**src/hsv2rgb_pkg.sv**
```systemverilog
// Shared types, field widths and constants for the HSV to RGB converter.
`timescale 1ns / 1ps
`default_nettype none

package hsv2rgb_pkg;

  localparam int HUE_W          = 16;
  localparam int LEVEL_W        = 13;
  localparam int FRAC_W         = 12;
  localparam int SECT_W         = 3;
  localparam int STAGES         = 6;
  localparam int FULL_SCALE_DEF = 4096;

  // 3/pi as a 0.16 fraction
  localparam logic [HUE_W-1:0]   HUE_SCALE_K  = 16'd62583;
  // one and two full turns in sector units (six sectors of 2^FRAC_W)
  localparam logic [HUE_W-1:0]   SECTOR_SPAN  = HUE_W'(6 * (1 << FRAC_W));
  localparam logic [HUE_W-1:0]   SECTOR_SPAN2 = HUE_W'(12 * (1 << FRAC_W));
  localparam logic [LEVEL_W-1:0] FRAC_ONE     = LEVEL_W'(1 << FRAC_W);

  typedef enum logic [SECT_W-1:0] {
    SECT_RED     = 3'd0,
    SECT_YELLOW  = 3'd1,
    SECT_GREEN   = 3'd2,
    SECT_CYAN    = 3'd3,
    SECT_BLUE    = 3'd4,
    SECT_MAGENTA = 3'd5
  } sector_e;

  typedef struct packed {
    logic [HUE_W-1:0]   hue_angle;
    logic [LEVEL_W-1:0] saturation;
    logic [LEVEL_W-1:0] brightness;
  } hsv_t;

  typedef struct packed {
    logic [LEVEL_W-1:0] red_level;
    logic [LEVEL_W-1:0] green_level;
    logic [LEVEL_W-1:0] blue_level;
  } rgb_t;

  // load enables of the hue stages
  typedef struct packed {
    logic mul;
    logic wrap;
  } hue_en_t;

  // load enables of the channel stages
  typedef struct packed {
    logic wgt;
    logic prod;
    logic quot;
  } lane_en_t;

endpackage

`default_nettype wire

```
**src/hsv2rgb_hue.sv**
```systemverilog
// Hue path: scale the angle into sector units, wrap to six sectors, split sector and fraction.
`timescale 1ns / 1ps
`default_nettype none

module hsv2rgb_hue (
  input  logic                               clk_i,
  input  hsv2rgb_pkg::hue_en_t               en_i,
  input  logic [hsv2rgb_pkg::HUE_W-1:0]      hue_i,
  output hsv2rgb_pkg::sector_e               sector_o,
  output logic [hsv2rgb_pkg::FRAC_W-1:0]     frac_o
);
  import hsv2rgb_pkg::*;

  logic [2*HUE_W-1:0] prod;
  logic [HUE_W-1:0]   pos_raw_q;
  logic [HUE_W-1:0]   pos;
  sector_e            sector_q;
  logic [FRAC_W-1:0]  frac_q;

  assign prod = (2*HUE_W)'(hue_i) * (2*HUE_W)'(HUE_SCALE_K);

  always_ff @(posedge clk_i) begin
    if (en_i.mul) begin
      pos_raw_q <= prod[2*HUE_W-1:HUE_W];
    end
  end

  // scaled angle stays below three turns, so at most one subtract
  always_comb begin
    priority if (pos_raw_q >= SECTOR_SPAN2) begin
      pos = pos_raw_q - SECTOR_SPAN2;
    end else if (pos_raw_q >= SECTOR_SPAN) begin
      pos = pos_raw_q - SECTOR_SPAN;
    end else begin
      pos = pos_raw_q;
    end
  end

  always_ff @(posedge clk_i) begin
    if (en_i.wrap) begin
      sector_q <= sector_e'(pos[FRAC_W+SECT_W-1:FRAC_W]);
      frac_q   <= pos[FRAC_W-1:0];
    end
  end

  assign sector_o = sector_q;
  assign frac_o   = frac_q;

endmodule

`default_nettype wire

```
**src/hsv2rgb_lane.sv**
```systemverilog
// One channel level: v * (FS*4096 - s*x) / (FS*4096), truncated and clamped to 0..FS.
`timescale 1ns / 1ps
`default_nettype none

module hsv2rgb_lane #(
  parameter int FULL_SCALE = hsv2rgb_pkg::FULL_SCALE_DEF
) (
  input  logic                               clk_i,
  input  hsv2rgb_pkg::lane_en_t              en_i,
  input  logic [hsv2rgb_pkg::LEVEL_W-1:0]    sat_i,
  input  logic [hsv2rgb_pkg::LEVEL_W-1:0]    weight_i,
  input  logic [hsv2rgb_pkg::LEVEL_W-1:0]    val_i,
  output logic [hsv2rgb_pkg::LEVEL_W-1:0]    level_o
);
  import hsv2rgb_pkg::*;

  localparam int FS_W    = $clog2(FULL_SCALE + 1);
  localparam int SX_W    = LEVEL_W + FRAC_W;
  localparam int ONE_W   = FS_W + FRAC_W;
  localparam int WGT_W   = ((ONE_W > SX_W) ? ONE_W : SX_W) + 1;
  localparam int NUM_W   = WGT_W + LEVEL_W + 1;
  localparam int M_W     = NUM_W - 1 - FRAC_W;
  localparam longint unsigned RECIP = (64'd1 << M_W) / FULL_SCALE;
  localparam int R_W     = $clog2(RECIP + 1);
  localparam int MR_W    = M_W + R_W;
  localparam int CLAMP_W = (FS_W > LEVEL_W + 1) ? FS_W : LEVEL_W + 1;
  localparam logic signed [WGT_W-1:0] ONE_S =
    WGT_W'(longint'(FULL_SCALE) * (longint'(1) << FRAC_W));

  logic [2*LEVEL_W-1:0]     sx_full;
  logic [SX_W-1:0]          sx_q;
  logic [LEVEL_W-1:0]       val_q;
  logic signed [WGT_W-1:0]  wgt;
  logic signed [NUM_W-1:0]  v_ext;
  logic signed [NUM_W-1:0]  w_ext;
  logic signed [NUM_W-1:0]  num_d;
  logic signed [NUM_W-1:0]  num_q;
  logic [M_W-1:0]           m_d;
  logic [MR_W-1:0]          mr;
  logic [M_W-1:0]           m_q;
  logic [LEVEL_W-1:0]       qe_q;
  logic [M_W-1:0]           qfs;
  logic [M_W-1:0]           rem;
  logic [CLAMP_W-1:0]       quo;

  assign sx_full = (2*LEVEL_W)'(sat_i) * (2*LEVEL_W)'(weight_i);

  always_ff @(posedge clk_i) begin
    if (en_i.wgt) begin
      sx_q  <= sx_full[SX_W-1:0];
      val_q <= val_i;
    end
  end

  assign wgt   = ONE_S - $signed(WGT_W'(sx_q));
  assign v_ext = NUM_W'($signed({1'b0, val_q}));
  assign w_ext = NUM_W'(wgt);
  assign num_d = v_ext * w_ext;

  always_ff @(posedge clk_i) begin
    if (en_i.prod) begin
      num_q <= num_d;
    end
  end

  // drop the 4096 factor by shift, zero a non-positive product,
  // then estimate the quotient by FS with a reciprocal (low by at most one)
  assign m_d = (num_q > 0) ? num_q[NUM_W-2:FRAC_W] : '0;
  assign mr  = MR_W'(m_d) * MR_W'(RECIP);

  always_ff @(posedge clk_i) begin
    if (en_i.quot) begin
      m_q  <= m_d;
      qe_q <= mr[M_W +: LEVEL_W];
    end
  end

  assign qfs = M_W'(qe_q) * M_W'(FULL_SCALE);
  assign rem = m_q - qfs;

  always_comb begin
    quo = CLAMP_W'(qe_q);
    if (rem >= M_W'(FULL_SCALE)) begin
      quo = quo + CLAMP_W'(1);
    end
    if (quo > CLAMP_W'(FULL_SCALE)) begin
      quo = CLAMP_W'(FULL_SCALE);
    end
  end

  assign level_o = quo[LEVEL_W-1:0];

endmodule

`default_nettype wire

```
**src/hsv_to_rgb_converter.sv**
```systemverilog
// Top level of the HSV to RGB converter: handshake, stage valids, sector select.
// Usage:
//   Input channel in_valid_i / in_ready_o carries one hsv_t word (hue as a
//   Q4.12 angle in radians, saturation and brightness on the FULL_SCALE scale).
//   Output channel out_valid_o / out_ready_i carries one rgb_t word with the
//   red, green and blue levels, clamped to 0..FULL_SCALE.
//   From acceptance to out_valid_o a word passes through the hue multiply, sector
//   wrap, saturation products, brightness products, reciprocal quotient, and
//   the output register with quotient correction and sector select.
//   Throughput is one word per cycle; every stage is a register with its own
//   valid bit and a word enters each cycle while out_ready_i is high.
//   Reset clears all valid bits; the data registers are not reset.
//   When the receiver stalls, the output word holds and the words behind it
//   close up over empty stages; in_ready_o drops only once all six stages
//   hold a word.
`timescale 1ns / 1ps
`default_nettype none

module hsv_to_rgb_converter #(
  parameter int FULL_SCALE = hsv2rgb_pkg::FULL_SCALE_DEF
) (
  input  logic              clk_i,
  input  logic              rst_ni,
  input  logic              in_valid_i,
  output logic              in_ready_o,
  input  hsv2rgb_pkg::hsv_t in_data_i,
  output logic              out_valid_o,
  input  logic              out_ready_i,
  output hsv2rgb_pkg::rgb_t out_data_o
);
  import hsv2rgb_pkg::*;

  localparam int NUM_LANES = 4;
  localparam int LANE_V    = 0;
  localparam int LANE_P    = 1;
  localparam int LANE_Q    = 2;
  localparam int LANE_T    = 3;

  logic [STAGES-1:0]  vld_q;
  logic [STAGES-1:0]  vld_d;
  logic [STAGES-1:0]  en;

  logic [LEVEL_W-1:0] sat1_q, val1_q, sat2_q, val2_q;
  sector_e            sect2;
  logic [FRAC_W-1:0]  frac2;
  sector_e            sect3_q, sect4_q, sect5_q;
  hue_en_t            hue_en;
  lane_en_t           lane_en;
  logic [LEVEL_W-1:0] lane_x   [NUM_LANES];
  logic [LEVEL_W-1:0] lane_lvl [NUM_LANES];
  rgb_t               out_d, out_q;

  // a stage loads when empty or when the stage after it moves on
  always_comb begin
    en[STAGES-1] = !vld_q[STAGES-1] || out_ready_i;
    for (int i = STAGES - 2; i >= 0; i--) begin
      en[i] = !vld_q[i] || en[i+1];
    end
  end

  always_comb begin
    vld_d = vld_q;
    for (int i = 0; i < STAGES; i++) begin
      if (en[i]) begin
        vld_d[i] = (i == 0) ? in_valid_i : vld_q[(i == 0) ? 0 : i - 1];
      end
    end
  end

  always_ff @(posedge clk_i or negedge rst_ni) begin
    if (!rst_ni) begin
      vld_q <= '0;
    end else begin
      vld_q <= vld_d;
    end
  end

  assign hue_en  = '{mul: en[0], wrap: en[1]};
  assign lane_en = '{wgt: en[2], prod: en[3], quot: en[4]};

  always_ff @(posedge clk_i) begin
    if (en[0]) begin
      sat1_q <= in_data_i.saturation;
      val1_q <= in_data_i.brightness;
    end
    if (en[1]) begin
      sat2_q <= sat1_q;
      val2_q <= val1_q;
    end
    if (en[2]) begin
      sect3_q <= sect2;
    end
    if (en[3]) begin
      sect4_q <= sect3_q;
    end
    if (en[4]) begin
      sect5_q <= sect4_q;
    end
  end

  hsv2rgb_hue u_hue (
    .clk_i    (clk_i),
    .en_i     (hue_en),
    .hue_i    (in_data_i.hue_angle),
    .sector_o (sect2),
    .frac_o   (frac2)
  );

  // saturation weight of each candidate: v none, p full, q f, t 1-f
  assign lane_x[LANE_V] = '0;
  assign lane_x[LANE_P] = FRAC_ONE;
  assign lane_x[LANE_Q] = LEVEL_W'(frac2);
  assign lane_x[LANE_T] = FRAC_ONE - LEVEL_W'(frac2);

  for (genvar g = 0; g < NUM_LANES; g++) begin : g_lane
    hsv2rgb_lane #(
      .FULL_SCALE (FULL_SCALE)
    ) u_lane (
      .clk_i    (clk_i),
      .en_i     (lane_en),
      .sat_i    (sat2_q),
      .weight_i (lane_x[g]),
      .val_i    (val2_q),
      .level_o  (lane_lvl[g])
    );
  end

  always_comb begin
    unique case (sect5_q)
      SECT_RED: begin
        out_d = '{lane_lvl[LANE_V], lane_lvl[LANE_T], lane_lvl[LANE_P]};
      end
      SECT_YELLOW: begin
        out_d = '{lane_lvl[LANE_Q], lane_lvl[LANE_V], lane_lvl[LANE_P]};
      end
      SECT_GREEN: begin
        out_d = '{lane_lvl[LANE_P], lane_lvl[LANE_V], lane_lvl[LANE_T]};
      end
      SECT_CYAN: begin
        out_d = '{lane_lvl[LANE_P], lane_lvl[LANE_Q], lane_lvl[LANE_V]};
      end
      SECT_BLUE: begin
        out_d = '{lane_lvl[LANE_T], lane_lvl[LANE_P], lane_lvl[LANE_V]};
      end
      default: begin
        out_d = '{lane_lvl[LANE_V], lane_lvl[LANE_P], lane_lvl[LANE_Q]};
      end
    endcase
  end

  always_ff @(posedge clk_i) begin
    if (en[STAGES-1]) begin
      out_q <= out_d;
    end
  end

  assign in_ready_o  = en[0];
  assign out_valid_o = vld_q[STAGES-1];
  assign out_data_o  = out_q;

  a_no_stall_when_drained: assert property (@(posedge clk_i) disable iff (!rst_ni)
    out_ready_i |-> in_ready_o)
    else $error("input stalled while output is being taken");

  a_full_blocks_input: assert property (@(posedge clk_i) disable iff (!rst_ni)
    ((&vld_q) && !out_ready_i) |-> !in_ready_o)
    else $error("input accepted into a full stalled pipeline");

  a_accept_enters_stage: assert property (@(posedge clk_i) disable iff (!rst_ni)
    (in_valid_i && in_ready_o) |=> vld_q[0])
    else $error("accepted word missing from first stage");

  a_level_in_range: assert property (@(posedge clk_i) disable iff (!rst_ni)
    out_valid_o |-> ((FULL_SCALE > 8191) ||
                     ((out_data_o.red_level <= FULL_SCALE) &&
                      (out_data_o.green_level <= FULL_SCALE) &&
                      (out_data_o.blue_level <= FULL_SCALE))))
    else $error("output level above full scale");

endmodule

`default_nettype wire
```
**config.mk**
```make
export PLATFORM = sky130hd
export DESIGN_NAME = hsv_to_rgb_converter
export DESIGN_NICKNAME = d
export VERILOG_FILES = /design/src/hsv2rgb_pkg.sv /design/src/hsv2rgb_hue.sv /design/src/hsv2rgb_lane.sv /design/src/hsv_to_rgb_converter.sv
export SDC_FILE = /design/constraint.sdc
export NUM_CORES = 2
export LEC_CHECK = 0
export BUFFER_PORTS_ARGS = -buffer_cell sky130_fd_sc_hd__buf_2
export CAP_MARGIN = 20
export CORE_UTILIZATION = 30
export DETAILED_ROUTE_END_ITERATION = 10
export PLACE_DENSITY = 0.52
export SLEW_MARGIN = 20
export SYNTH_ARGS = -nofsm -noshare
export SYNTH_HDL_FRONTEND = slang
export SYNTH_SLANG_ARGS = --single-unit
```
**constraint.sdc**
```tcl
create_clock -name clk_i -period 10.4 [get_ports clk_i]
set_input_delay 0.52 -clock clk_i [delete_from_list [all_inputs] [get_ports clk_i]]
set_output_delay 0.52 -clock clk_i [all_outputs]
set_load 0.1 [all_outputs]
```
==> summary.txt <==
Floorplanning
  – Row count: approximately 170
  – IO Count: 87
  – Core region area: a little over 200000 um2
  – Chip height: about 460 um
  – Die ar.: 209000 um2
  – Initial Util: between 30% and 40%
  – Die Wd: between 400 and 500 um

Critical path
  – R2R cell count: 27
  – Required @ worst endpoint: around 11000 ps
  – Worst setup SP type: register
  – Setup crit start: g_lane[3].u_lane.sx_q[0]$_DFFE_PP_
  – Reg2reg setup slack: between 1000 and 1500 ps
  – Crit path max fanout: 19
  – Cell repeated most along the worst path: fa_1
  – CP Depth: 27
  – Critical path type: register to register
  – CP delay by family, top: simple AND/OR/NAND/NOR gates
  – RR Startpoint: g_lane[3].u_lane.sx_q[0]$_DFFE_PP_
  – Slowest cell on crit path: o41a_1
  – CP endpoint: g_lane[2].u_lane.num_q[37]$_DFFE_PP_
  – CP Buf/Inv Count: 6
  – Worst path max stage delay: ~660 ps
  – Worst setup EP type: register
  – Worst reg2reg endpoint: g_lane[2].u_lane.num_q[37]$_DFFE_PP_
  – Worst EP arrival: ~9800 ps

Final layout
  – Nets: 8042
  – Commonest non-fill, non-tap cell in the layout: inv_1
  – Utilization after layout: about a third
  – Register area: between 10000 and 15000 um2
  – Most frequent cells in the layout: 1415 x inv_1, 1133 x fa_1, 764 x nand2_1, 554 x and2_1, 529 x ha_1
  – Multi-input combinational cell area: roughly 44000 um2
  – Filler Cells Inserted: ~21000
  – Area delta synth->final: 9.27%
  – Fraction of layout cells with a size suffix above 1: under 10%

STA
  – RSZ-0062 raised after global routing: false
  – Setup TNS after final layout: 0 ps
  – Final Hold Fails: 0
  – Worst clock skew: ~66 ps
  – Achievable Freq: around 110 MHz
  – Slew headroom: roughly 22%
  – Actual slew at the worst max-slew pin: approximately 1200 ps
  – Fin. max-slew vios: 0
  – Period utilization: between 80 and 90%
  – Endpoints failing setup: 0
  – Min Tclk post-route: approximately 9300 ps

Global routing
  – First-pass GRT wire length: between 200000 and 300000 um
  – Total gr overflow: 0
  – Tot GR Track Use: approximately 15%
  – Largest net degree at the start of global routing: 67
  – Initial antenna violation count: 5
  – Vias in the first global route: about 45000

Clock network
  – Root buf cell: clkbuf_16
  – # Post-CTS Setup Buffers: 0
  – Clock buffer depth: 3
  – Post-CTS Resized: 0
  – Cts hold-fix bufs: 14
  – H-Tree Level Count: 2
  – CTS tree: done
  – Worst-Skew Late Latency: 680 ps
  – CTS Sinks: 390
  – CTS Buf Count: 50
  – Clock transition at the registers of the reported paths: 80 ps

Synth
  – Ys Warns: 0
  – Total nets after synthesis: approximately 8000
  – Post-synthesis mux area share: 0.218%
  – Adder-cell share of the synthesized area: between 40% and 50%
  – Sequential share of the synthesized area: approximately a fifth
  – Syn avg cell area: ~10 um2
  – Main combinational cell family by area after synthesis: adder cells
  – Ys async rst share: 1.54%
  – Complex-gate fraction of the synthesized area: approximately 5.4%
  – Ys flop type: edfxtp_1
  – Synthesized cell area: slightly above 60000 um2
  – XOR/XNOR Fraction of Synth Area: about 3.8%
  – Yosys cell types: 75
  – Simple-gate share of the synthesized area: 14.4%
  – Syn Inst Count: 6324
  – EDFF count, synth: approximately 380
  – Yosys reg bits: 390

Drt
  – Post-Route WL: ~150000 um
  – Vias: between 40000 and 50000
  – Vias/cell: 4.63
  – Drt drc: 0
  – Drt first pass iters: 7
  – Wire per inst: ~17 um
  – Drt first-iter violations: about 2200
  – Detail Route Antenna Nets: 0

Status
  – Status: finished clean

Placed design
  – Routability-driven placement congestion ratio: just under 0.9
  – I/O Buffers: 86
  – DP HPWL: between 100000 and 150000 um

Flow run
  – # Max-Cap Violations: 0

Worst hold path
  – HP Class: input port to register
-- Yosys cell counts, drive strengths merged (73+ instances only) --
cell type | count | area share (%)
clkbuf | 249 | 1.5
xnor2 | 196 | 2.8
a21oi | 135 | 1.1
inv | 1416 | 8.6
edfxtp | 384 | 19
o21ai | 95 | 0.77
xor2 | 73 | 1.0
nand2 | 767 | 4.6
nor2 | 168 | 1.0
ha | 529 | 11
and2 | 554 | 5.6
fa | 1133 | 37
-- worst min path at each step --
stage | depth (start not counted) | slack [ps] | start | end
finish | 1 | 60 | in_data_i[16] | sat1_q[3]$_DFFE_PP_
global route | 1 | 10 | in_data_i[13] | sat1_q[0]$_DFFE_PP_
CTS | 1 | 1 | in_data_i[24] | sat1_q[11]$_DFFE_PP_
detailed placement | 1 | 350 | rst_ni | vld_q[2]$_DFFE_PN0P_
global placement | 1 | 350 | rst_ni | vld_q[1]$_DFFE_PN0P_
floorplan | 0 | 220 | rst_ni | vld_q[0]$_DFFE_PN0P_
-- worst register-to-register path, delay by kind of cell (launching register included) --
| family | cells | cell delay [ps] |
|---|---|---|
| AOI/OAI and AO/OA | 5 | 1500 |
| adders and majority gates | 7 | 3360 |
| buffers and inverters | 6 | 540 |
| DFF | 1 | 350 |
| and+or+nand+nor | 9 | 3420 |
-- sequential cells by signal, indices dropped and copies added, names as in the netlist, 12 cells and up --
register,count
g_lane.u_lane.sx_q,62
u_hue.frac_o,12
g_lane.u_lane.num_q,120
u_hue.pos_raw_q,16
out_data_o,39
g_lane.u_lane.qe_q,52
sat2_q,13
val1_q,13
sat1_q,13
g_lane.u_lane.val_q,13
val2_q,13
-- cell families after synthesis --
group,count (synthesis)
simple gates,1811
buf+inv,1670
fa+ha+maj,1662
compound gates,509
flops,390
xor+xnor,269
mux,13
-- layer usage --
layer	GRT usage, %	vias to the layer above	routed length [um]
met3	1.94	138	7190
li1	-	19472	-
met4	3.09	0	2590
met2	25.1	831	72200
met1	20.8	21525	72300
met5	0	-	0
-- metrics by stage --
step                      cell area (um2)  hold WS [ps]  instances  worst slack [ps]
after global routing                67800          13.0       9065               655
final                               67800          61.6       9067              1130
after global placement              65800           351       8956              1090
after floorplan                     62100           224       6324              1770
after CTS                           67800          1.22       9064              1040
after detailed placement            65800           355       8956              1030
-- final cells by class --
| cell class | count | share of cell area, % |
|---|---|---|
| multi-input cells | 4264 | 65.2 |
| flip-flops and latches | 390 | 17.2 |
| inverters | 1416 | 7.84 |
| well taps | 2688 | 4.96 |
| repair buffers | 212 | 2.08 |
| clock buffers | 60 | 1.97 |
| clock inverters | 34 | 0.725 |
| diodes | 3 | 0.0111 |
Power is not shown: default switching activity piles up to over one toggle a cycle in this logic, so the estimate is an artifact.
